## config.mk

```make
export PLATFORM = sky130hd
export DESIGN_NAME = time_of_day_alarm_table
export DESIGN_NICKNAME = d
export VERILOG_FILES = /design/src/sv/todat_pkg.sv /design/src/sv/todat_reduce.sv /design/src/sv/todat_ctrl.sv /design/src/sv/todat_dp.sv /design/src/sv/time_of_day_alarm_table.sv
export SDC_FILE = /design/constraint.sdc
export NUM_CORES = 1
export LEC_CHECK = 0
export BUFFER_PORTS_ARGS = -buffer_cell sky130_fd_sc_hd__buf_2
export CAP_MARGIN = 5
export CORE_AREA = 5 5 284 286
export DETAILED_ROUTE_END_ITERATION = 10
export DIE_AREA = 0 0 289 291
export PLACE_DENSITY = 0.37
export SLEW_MARGIN = 20
export SYNTH_ARGS = -nofsm -noshare
export SYNTH_HDL_FRONTEND = slang
export SYNTH_SLANG_ARGS = --single-unit
```

## constraint.sdc

```tcl
create_clock -name clk -period 7.58 [get_ports clk]
set_input_delay 1.516 -clock clk [delete_from_list [all_inputs] [get_ports clk]]
set_output_delay 1.516 -clock clk [all_outputs]
set_load 0.03 [all_outputs]
```

## src/sv/todat_pkg.sv

```systemverilog
package todat_pkg;

  // Day length and field widths
  localparam int DAY_TICKS   = 24 * 60 * 60;
  localparam int HAND_W      = 17;
  localparam int VALUE_W     = 32;
  localparam int SLOT_W      = 3;
  localparam int MASK_W      = 8;
  localparam int REQ_W       = 3;
  localparam int ALARM_SLOTS = 8;

  // Value reduction: 86400 = 675 * 2^7, so the low 7 bits pass straight through
  // and the upper bits are reduced modulo 675 by reciprocal multiplication
  localparam int LOW_W       = 7;
  localparam int HIGH_W      = VALUE_W - LOW_W;
  localparam int DAY_ODD     = DAY_TICKS >> LOW_W;
  localparam int ODD_W       = 10;
  localparam int RECIP_SHIFT = HIGH_W + ODD_W;
  localparam int RECIP_W     = 26;
  localparam int QUOT_W      = HIGH_W + RECIP_W - RECIP_SHIFT;
  localparam logic [RECIP_W-1:0] DAY_RECIP =
    RECIP_W'(((64'd1 << RECIP_SHIFT) + 64'(DAY_ODD) - 64'd1) / 64'(DAY_ODD));

  localparam logic [HAND_W-1:0] LAST_TICK = HAND_W'(DAY_TICKS - 1);

  typedef enum logic [REQ_W-1:0] {
    REQ_TICK      = 3'd0,
    REQ_SET_TIME  = 3'd1,
    REQ_CONFIGURE = 3'd2,
    REQ_RESTART   = 3'd3,
    REQ_STOP      = 3'd4,
    REQ_POLL      = 3'd5
  } req_code_t;

  typedef enum logic {
    ST_IDLE,
    ST_BUSY
  } ctrl_state_t;

  // Controller to datapath
  typedef struct packed {
    logic load;     // capture a new request
    logic execute;  // apply request to state and write the result
  } dp_cmd_t;

  // Datapath to controller
  typedef struct packed {
    logic operand_ready;  // reduced value available (or not needed)
    logic out_free;       // result register can take a new result
  } dp_status_t;

  // Requests that carry a time value
  function automatic logic needs_value(input logic [REQ_W-1:0] req);
    logic r;
    r = (req == REQ_SET_TIME) || (req == REQ_CONFIGURE) || (req == REQ_RESTART);
    return r;
  endfunction

endpackage

```

## src/sv/todat_reduce.sv

```systemverilog
module todat_reduce (
  input  logic                          clk,
  input  logic                          rst,
  input  logic                          start,
  input  logic [todat_pkg::VALUE_W-1:0] value_in,
  output logic                          done,
  output logic [todat_pkg::HAND_W-1:0]  remainder
);
  import todat_pkg::*;

  logic [LOW_W-1:0]          low_bits;
  logic [HIGH_W-1:0]         high_bits;
  logic [QUOT_W-1:0]         quot;
  logic [ODD_W-1:0]          odd_rem;
  logic                      quot_pend;
  logic                      rem_pend;
  logic [HIGH_W+RECIP_W-1:0] prod;
  logic [HIGH_W-1:0]         back;

  // Quotient of the upper bits by 675, exact for every 25-bit operand
  assign prod = (HIGH_W+RECIP_W)'(high_bits) * (HIGH_W+RECIP_W)'(DAY_RECIP);

  // Whole multiple of 675 to take off the upper bits
  assign back = HIGH_W'(quot) * HIGH_W'(DAY_ODD);

  // Stage tracking: start sets quot_pend, which then sets rem_pend
  always_ff @(posedge clk) begin
    if (rst) begin
      quot_pend <= 1'b0;
      rem_pend  <= 1'b0;
    end else begin
      quot_pend <= start;
      rem_pend  <= quot_pend;
    end
  end

  // Operand split, quotient and remainder registers
  always_ff @(posedge clk) begin
    if (start) begin
      low_bits  <= value_in[LOW_W-1:0];
      high_bits <= value_in[VALUE_W-1:LOW_W];
    end
    if (quot_pend) begin
      quot <= prod[HIGH_W+RECIP_W-1:RECIP_SHIFT];
    end
    if (rem_pend) begin
      odd_rem <= ODD_W'(high_bits - back);
    end
  end

  assign done      = !quot_pend && !rem_pend;
  assign remainder = {odd_rem, low_bits};

endmodule

```

## src/sv/todat_ctrl.sv

```systemverilog
module todat_ctrl (
  input  logic                    clk,
  input  logic                    rst,
  input  logic                    in_valid,
  output logic                    in_ready,
  input  todat_pkg::dp_status_t   status,
  output todat_pkg::dp_cmd_t      cmd
);
  import todat_pkg::*;

  ctrl_state_t state;
  ctrl_state_t state_next;

  always_ff @(posedge clk) begin
    if (rst) begin
      state <= ST_IDLE;
    end else begin
      state <= state_next;
    end
  end

  // Next state
  always_comb begin
    state_next = state;
    case (state)
      ST_IDLE: begin
        if (in_valid) state_next = ST_BUSY;
      end
      ST_BUSY: begin
        if (status.operand_ready && status.out_free) state_next = ST_IDLE;
      end
      default: state_next = ST_IDLE;
    endcase
  end

  // Outputs
  always_comb begin
    in_ready    = 1'b0;
    cmd.load    = 1'b0;
    cmd.execute = 1'b0;
    case (state)
      ST_IDLE: begin
        in_ready = 1'b1;
        cmd.load = in_valid;
      end
      ST_BUSY: begin
        cmd.execute = status.operand_ready && status.out_free;
      end
      default: begin
        in_ready = 1'b0;
      end
    endcase
  end

endmodule

```

## src/sv/todat_dp.sv

```systemverilog
module todat_dp (
  input  logic                          clk,
  input  logic                          rst,
  input  todat_pkg::dp_cmd_t            cmd,
  output todat_pkg::dp_status_t         status,
  input  logic [todat_pkg::REQ_W-1:0]   req_type,
  input  logic [todat_pkg::SLOT_W-1:0]  slot,
  input  logic [todat_pkg::VALUE_W-1:0] value,
  output logic                          out_valid,
  input  logic                          out_ready,
  output logic [todat_pkg::HAND_W-1:0]  hand,
  output logic [todat_pkg::MASK_W-1:0]  fired_mask,
  output logic                          timed_out
);
  import todat_pkg::*;

  // Captured request
  logic [REQ_W-1:0]  req_r;
  logic [SLOT_W-1:0] slot_r;

  // Architectural state
  logic [HAND_W-1:0]      day_hand;
  logic [HAND_W-1:0]      alarm_time [ALARM_SLOTS];
  logic [ALARM_SLOTS-1:0] alarm_armed;
  logic [ALARM_SLOTS-1:0] timeout_flag;

  logic                          red_done;
  logic [HAND_W-1:0]             red_value;
  logic [HAND_W-1:0]             tick_hand;
  logic [HAND_W-1:0]             hand_next;
  logic [ALARM_SLOTS-1:0]        sel;
  logic [ALARM_SLOTS-1:0]        hit;
  logic [ALARM_SLOTS+MASK_W-1:0] hit_ext;
  logic [MASK_W-1:0]             fired_next;
  logic                          polled;
  logic                          is_tick;

  todat_reduce u_reduce (
    .clk      (clk),
    .rst      (rst),
    .start    (cmd.load),
    .value_in (value),
    .done     (red_done),
    .remainder(red_value)
  );

  always_ff @(posedge clk) begin
    if (cmd.load) begin
      req_r  <= req_type;
      slot_r <= slot;
    end
  end

  assign status.operand_ready = !needs_value(req_r) || red_done;
  assign status.out_free      = !out_valid || out_ready;

  // Hand advance with wrap at end of day
  assign tick_hand = (day_hand == LAST_TICK) ? '0 : day_hand + 1'b1;
  assign is_tick   = (req_r == REQ_TICK);

  // Slot decode, alarm match and poll read
  always_comb begin
    for (int i = 0; i < ALARM_SLOTS; i++) begin
      sel[i] = (32'(slot_r) == i);
      hit[i] = alarm_armed[i] && (alarm_time[i] == tick_hand);
    end
    polled = |(sel & timeout_flag);
  end

  assign hit_ext    = {{MASK_W{1'b0}}, hit};
  assign fired_next = is_tick ? hit_ext[MASK_W-1:0] : '0;
  assign hand_next  = is_tick ? tick_hand :
                      (req_r == REQ_SET_TIME) ? red_value : day_hand;

  // State update
  always_ff @(posedge clk) begin
    if (rst) begin
      day_hand     <= '0;
      alarm_armed  <= '0;
      timeout_flag <= '0;
    end else if (cmd.execute) begin
      day_hand <= hand_next;
      case (req_r)
        REQ_TICK: begin
          timeout_flag <= timeout_flag | hit;
        end
        REQ_CONFIGURE: begin
          alarm_armed  <= alarm_armed | sel;
          timeout_flag <= timeout_flag & ~sel;
        end
        REQ_RESTART: begin
          alarm_armed <= alarm_armed | sel;
        end
        REQ_STOP: begin
          alarm_armed <= alarm_armed & ~sel;
        end
        REQ_POLL: begin
          timeout_flag <= timeout_flag & ~sel;
        end
        default: begin
          alarm_armed <= alarm_armed;
        end
      endcase
    end
  end

  // Alarm times, written by configure and restart
  always_ff @(posedge clk) begin
    if (cmd.execute && ((req_r == REQ_CONFIGURE) || (req_r == REQ_RESTART))) begin
      for (int i = 0; i < ALARM_SLOTS; i++) begin
        if (sel[i]) alarm_time[i] <= red_value;
      end
    end
  end

  // Result register
  always_ff @(posedge clk) begin
    if (rst) begin
      out_valid <= 1'b0;
    end else if (cmd.execute) begin
      out_valid <= 1'b1;
    end else if (out_ready) begin
      out_valid <= 1'b0;
    end
  end

  always_ff @(posedge clk) begin
    if (cmd.execute) begin
      hand       <= hand_next;
      fired_mask <= fired_next;
      timed_out  <= (req_r == REQ_POLL) && polled;
    end
  end

endmodule

```

## src/sv/time_of_day_alarm_table.sv

```systemverilog
// Channel  | Signals                            | Direction
// request  | in_valid, in_ready, req_type,      | in
//          | slot, value                        |
// result   | out_valid, out_ready, hand,        | out
//          | fired_mask, timed_out              |
//
// One request in flight at a time; each request gives one result.
// Tick, stop, poll and unused codes are applied once the result register is free.
// Set time, configure and restart also wait for the value to be reduced modulo
// 86400 by a two-stage reciprocal-multiply remainder unit.
// A new request is accepted while the previous result waits in the output
// register; a stalled result holds the next request before it is applied.
// Synchronous reset: internal hand 0, all slots disarmed, all flags clear.
module time_of_day_alarm_table (
  input  logic                          clk,
  input  logic                          rst,
  input  logic                          in_valid,
  output logic                          in_ready,
  input  logic [todat_pkg::REQ_W-1:0]   req_type,
  input  logic [todat_pkg::SLOT_W-1:0]  slot,
  input  logic [todat_pkg::VALUE_W-1:0] value,
  output logic                          out_valid,
  input  logic                          out_ready,
  output logic [todat_pkg::HAND_W-1:0]  hand,
  output logic [todat_pkg::MASK_W-1:0]  fired_mask,
  output logic                          timed_out
);
  import todat_pkg::*;

  dp_cmd_t    cmd;
  dp_status_t status;

  todat_ctrl u_ctrl (
    .clk     (clk),
    .rst     (rst),
    .in_valid(in_valid),
    .in_ready(in_ready),
    .status  (status),
    .cmd     (cmd)
  );

  todat_dp u_dp (
    .clk       (clk),
    .rst       (rst),
    .cmd       (cmd),
    .status    (status),
    .req_type  (req_type),
    .slot      (slot),
    .value     (value),
    .out_valid (out_valid),
    .out_ready (out_ready),
    .hand      (hand),
    .fired_mask(fired_mask),
    .timed_out (timed_out)
  );

endmodule
```

# == After elaboration in Yosys (flattened, before gate mapping) ==
# Memory sizes are Yosys's and may differ from the RTL's.
# Cells that the tools add are included.
# totals
inputBits,42
register_bits,127
memories,1
ramBits,136
# mem_list
memory,depth,width,rd,rd_ports_with_merged_regs,wr,line,text
u_dp.alarm_time,8,17,8,0,1,todat_dp.sv:23,logic [HAND_W-1:0] alarm_time [ALARM_SLOTS];
# classes
addsub,2
eq_ne,21
n_bitwise,7
mul,2
n_reduce_logical,38
mux,58
# ops
cell,count
2-to-1 mux 17 bit,10
== test 17 bit,8
OR reduction 17 bit,7
"multiplier 25 x 26 -> 51 bit, second input constant",1
2-to-1 mux 1 bit,38
case mux 8 bit (2 select lines),2
bitwise AND 8 bit,3
2-to-1 mux 3 bit,7
"== test 3 bit, second input constant",6
"adder 17 x 1 -> 17 bit, second input constant",1
"== test 17 bit, second input constant",1
"multiplier 16 x 10 -> 10 bit, second input constant",1
OR 8 bit,2
"== test 3 x 2 -> 1 bit, second input constant",4
logical AND 1 bit,12
subtractor 10 bit,1
inverter 8 bit,1
OR reduction 8 bit,1
"== test 3 x 1 -> 1 bit, second input constant",2
logical NOT 3 bit,2
nonzero test 2 bit,3
logical OR 1 bit,5
logical NOT 1 bit,4
AND reduction 2 bit,2
other kinds (3),4

# == Depth between registers and ports, before layout ==
# depth
word_depth,18
ltp_mapped,24

# == By module ==
# A second synthesis with hierarchy kept.
# unflattened
hier_cells,2184
area_unflattened_um2,23144.7
# by_module_without_submodules
module,instances,seq_area_each_um2,area_each_um2,cells_per_inst
todat_reduce,1,1601.5,11933.9,1152
todat_dp,1,5725.5,11153.2,1026
todat_ctrl,1,20.0,57.6,6

# == Worst setup path before layout ==
# Ideal clock, no wire load.
# synth_timing
kind,reg-to-reg
from,reg u_dp.u_reduce.high_bits[13]
to,"reg u_dp.u_reduce.quot[6], data pin"
t_arrival_ps,5592
setup_slack_ps,1729
required_ps,7321
path_stages_with_launch,21
setup_time_ps,259
synth_period_minus_slack_ps,5851
path_buffers,0
path_cell_list,edfxtp_1 -> fa_1 -> inv_1 -> fa_1 -> inv_1 -> ha_1 -> fa_1 -> fa_1 -> fa_1 -> inv_1 -> fa_1 -> inv_1 -> ha_1 -> a21oi_1 -> o211ai_1 -> a211oi_1 -> a31oi_1 -> o31ai_1 -> o221ai_1 -> a21oi_1 -> xnor2_1
# synth_between
elab_chain_len,1
# synth_rtl
item,line,text
start: declaration,todat_reduce.sv:12,logic [HIGH_W-1:0] high_bits;
start signal: assignment,todat_reduce.sv:41,high_bits <= value_in[VALUE_W-1:LOW_W];
multiplier 25 x 26 -> 51 bit,todat_reduce.sv:21,assign prod = (HIGH_W+RECIP_W)'(high_bits) * (HIGH_W+RECIP_W)'(DAY_RECIP);
named net u_dp.u_reduce.prod[41],todat_reduce.sv:17,logic [HIGH_W+RECIP_W-1:0] prod;
end signal: assignment,todat_reduce.sv:44,quot <= prod[HIGH_W+RECIP_W-1:RECIP_SHIFT];
end: declaration,todat_reduce.sv:13,logic [QUOT_W-1:0] quot;
# The timed path passes the listed nets, and every way through them passes these cells.
# A chain may end at the register's enable or synchronous reset.

# == Final worst setup path ==
# layout_timing
from,reg u_dp.u_reduce.high_bits[12]
to,"reg u_dp.u_reduce.quot[6], data pin"
# Same word-level chain as after synthesis.

==> results.md <==
- CTS Sinks: 257
- CP Data Arrival Time: roughly 7000 ps
- Final hold violations: 0
- Worst-margin pin slew: 1160 ps
- Largest net degree at the start of global routing: 49
- CTS tree: built
- Final Slew Violations: 0
- Commonest non-fill, non-tap cell in the layout: inv_1
- Final std cells w/o fill: 3024
- Initial drt markers: 598
- Max cap viols: 0
- Complex-gate fraction of the synthesized area: 0.0672
- Tot Pwr: 9.47 mW
- CP startpoint: u_dp.u_reduce.high_bits[12]
- Num ports: 70
- FF-to-FF End: u_dp.u_reduce.quot[6]
- Outcome: finished, final reports clean
- F_max: 148 MHz
- Final Setup Violations: 0
- CP startpoint kind: flip-flop
- CTS Root Cell: clkbuf_16
- Yosys warnings: 0
- Final Util: 0.303
- Setup TNS: 0 ps
- Vias in the first global route: 14400
- Relative slew slack: 0.225
- Port bufs: 69
- Htree depth: 2
- Worst-path clk slew: 60 ps
- Die area: about 0.084 mm²
- Synth Area in XOR/XNOR: 0.0694
- Crit Path Max Fanout: 9
- Post-route ant nets: 0
- Floorplan Core Area: 0.0781 mm²
- Seq cells post-synth: 257
- Cell total after placement: roughly 3000
- Vias: about 13000
- Final WL: 60900 µm
- Static leakage power: between 10 and 15 nW
- N_diodes: 0
- Class of the most critical setup path: flip-flop to flip-flop
- Number of enable flip-flop cells after synthesis: 220
- Number of CTS-inserted buffers: 36
- Initial antenna violation count: 1
- Worst r2r src: u_dp.u_reduce.high_bits[12]
- First-pass GRT wire length: 92000 µm
- Syn Inst Count: around 1800
- Multiplexer area fraction after synthesis: 0.00439
- Post-CTS Setup Bufs: 0
- Routability Congestion: approximately 0.8
- Ys async rst share: 0
- Req. time, crit path: approximately 7900 ps
- Largest family of logic cells by synthesized area: adder cells
- Most frequent cells in the layout: inv_1 (397), ha_1 (280), edfxtp_1 (220)
- Multi-input logic area: between 0.01 and 0.015 mm²
- Ys flop type: edfxtp_1
- RSZ-0062 raised after global routing: no
- Syn_area_per_cell: around 11 µm²
- Worst-skew pair later-pin latency: approximately 550 ps
- Drt pass-1 iters: 5
- DRC Markers: 0
- Post-Synth Adder-Cell Area: 0.354
- Final Critical Period: ~6700 ps
- Clk buf depth: 3
- Starting density of the core: 0.266
- Cell area after synthesis: around 0.021 mm²
- Fraction of layout cells with a size suffix above 1: 0.0922
- Yosys cell types: 74
- Sequential Area: 0.00735 mm²
- Worst hold start: u_dp.day_hand[4]
- Hold buffer count at cts: 0
- Die width: 289 µm
- Tcrit/Tclk final: 0.890
- Die Ht: 291 µm
- Row count: 103
- Post-DP HPWL: approximately 47000 µm
- Routed vias/inst: 4.33
- CP Capture Type: flip-flop
- HP Class: flip-flop to flip-flop
- Clk_skew: 25.6 ps
- Register area share after synthesis: 0.353
- R2R cell count: 20
- Crit path to: u_dp.u_reduce.quot[6]
- Synth Net Count: 2364
- Fillers: 8118
- Cts repair resizes: 0
- Total GRT Usage: 0.147
- Nets: 2462
- R2R setup slack: 840 ps
- P&R area growth vs syn: 13.8%
- Post-Synth Simple-Gate Area: 0.0726
- Max IR drop VDD: about 0.00046 V
- Grt total ovfl: 0
- PwrDens: 400 mW/mm²
- DR WL/cell: about 20 µm
[layer usage]
metal	share of wire	GRT usage	routed length [µm]	vias to the layer above
met2	0.52	0.267	31800	173
li1	-	-	-	6352
met5	0	0	0	-
met3	0.032	0.0209	1970	69
met4	0.023	0.0361	1420	0
met1	0.42	0.182	25700	6496
[critical path, stage by stage, from the launching register on]
cell	delay, ps
edfxtp_1	760
fa_1	530
ha_1	280
inv_1	50
fa_1	490
inv_1	50
fa_1	580
fa_1	450
fa_1	500
inv_1	50
fa_1	470
inv_1	50
ha_1	260
nor3_1	50
o31ai_1	260
nand4_1	190
a31oi_1	670
o31ai_1	200
o221ai_1	320
a21oi_1	130
xnor2_1	130
[cells in the mapped netlist (11+ instances only)]
master	count	area [µm²]
xnor2_1	86	753
nor2b_1	16	100
nor3_1	28	140
xor2_1	57	499
clkbuf_1	31	116
nand2_1	90	338
edfxtp_1	220	6610
nor2_1	59	221
inv_1	398	1490
nand3_1	23	115
fa_1	193	3860
dfxtp_1	37	741
nand4_1	18	113
ha_1	280	3500
nor4_1	11	68.8
a21oi_1	71	355
o21ai_0	56	280
[through the flow]
| step | hold WS (ps) | instance area, µm² | worst slack (ps) |
|---|---|---|---|
| 2_1_floorplan | 449 | 20800 | 1730 |
| 4_1_cts | 476 | 23700 | 667 |
| 6_report | 476 | 23700 | 837 |
| 3_3_place_gp | 467 | 22600 | 768 |
| 3_5_place_dp | 467 | 22600 | 712 |
| 5_1_grt | 519 | 23700 | 446 |
[report_power, final]
part	leakage, nW	switching, mW	internal [mW]	total, mW
Sequential	2.32	0.175	1.88	2.06
Clock	0.553	0.694	0.945	1.64
Combinational	7.36	3.17	2.60	5.78
[sequential cells by signal (all words and copies together) (netlist names), named ones only]
name / cells
u_dp.u_reduce.low_bits: 7
u_ctrl.state: 1
u_dp.slot_r: 3
u_dp.timeout_flag: 8
u_dp.u_reduce.quot_pend: 1
u_dp.timed_out: 1
u_dp.out_valid: 1
u_dp.day_hand: 17
u_dp.u_reduce.quot: 10
u_dp.hand: 17
u_dp.u_reduce.odd_rem: 10
u_dp.fired_mask: 8
u_dp.alarm_time: 136
u_dp.req_r: 3
u_dp.u_reduce.rem_pend: 1
u_dp.u_reduce.high_bits: 25
[worst min path at each step]
stage,end,slack [ps],cells after the start
2_1_floorplan,flip-flop,450,2
3_3_place_gp,u_dp.day_hand[4],470,2
3_5_place_dp,u_dp.day_hand[4],470,2
4_1_cts,u_dp.day_hand[4],480,2
5_1_grt,flip-flop,520,2
6_report,u_dp.day_hand[4],480,2
[layout make-up]
class                      count  area share
clock buffer                  39      0.0385
inverter                     398      0.0631
timing repair buffer          99      0.0241
tap                         1050      0.0555
multi-input combinational   1155       0.500
sequential                   257       0.310
clock inverter                26     0.00877
[cells by family after synthesis]
kind of cell	count (synthesis)
compound gates	223
xor+xnor	153
fa+ha+maj	473
buf+inv	437
flops	257
mux	9
simple gates	297
(Power assumes the default switching activity.)
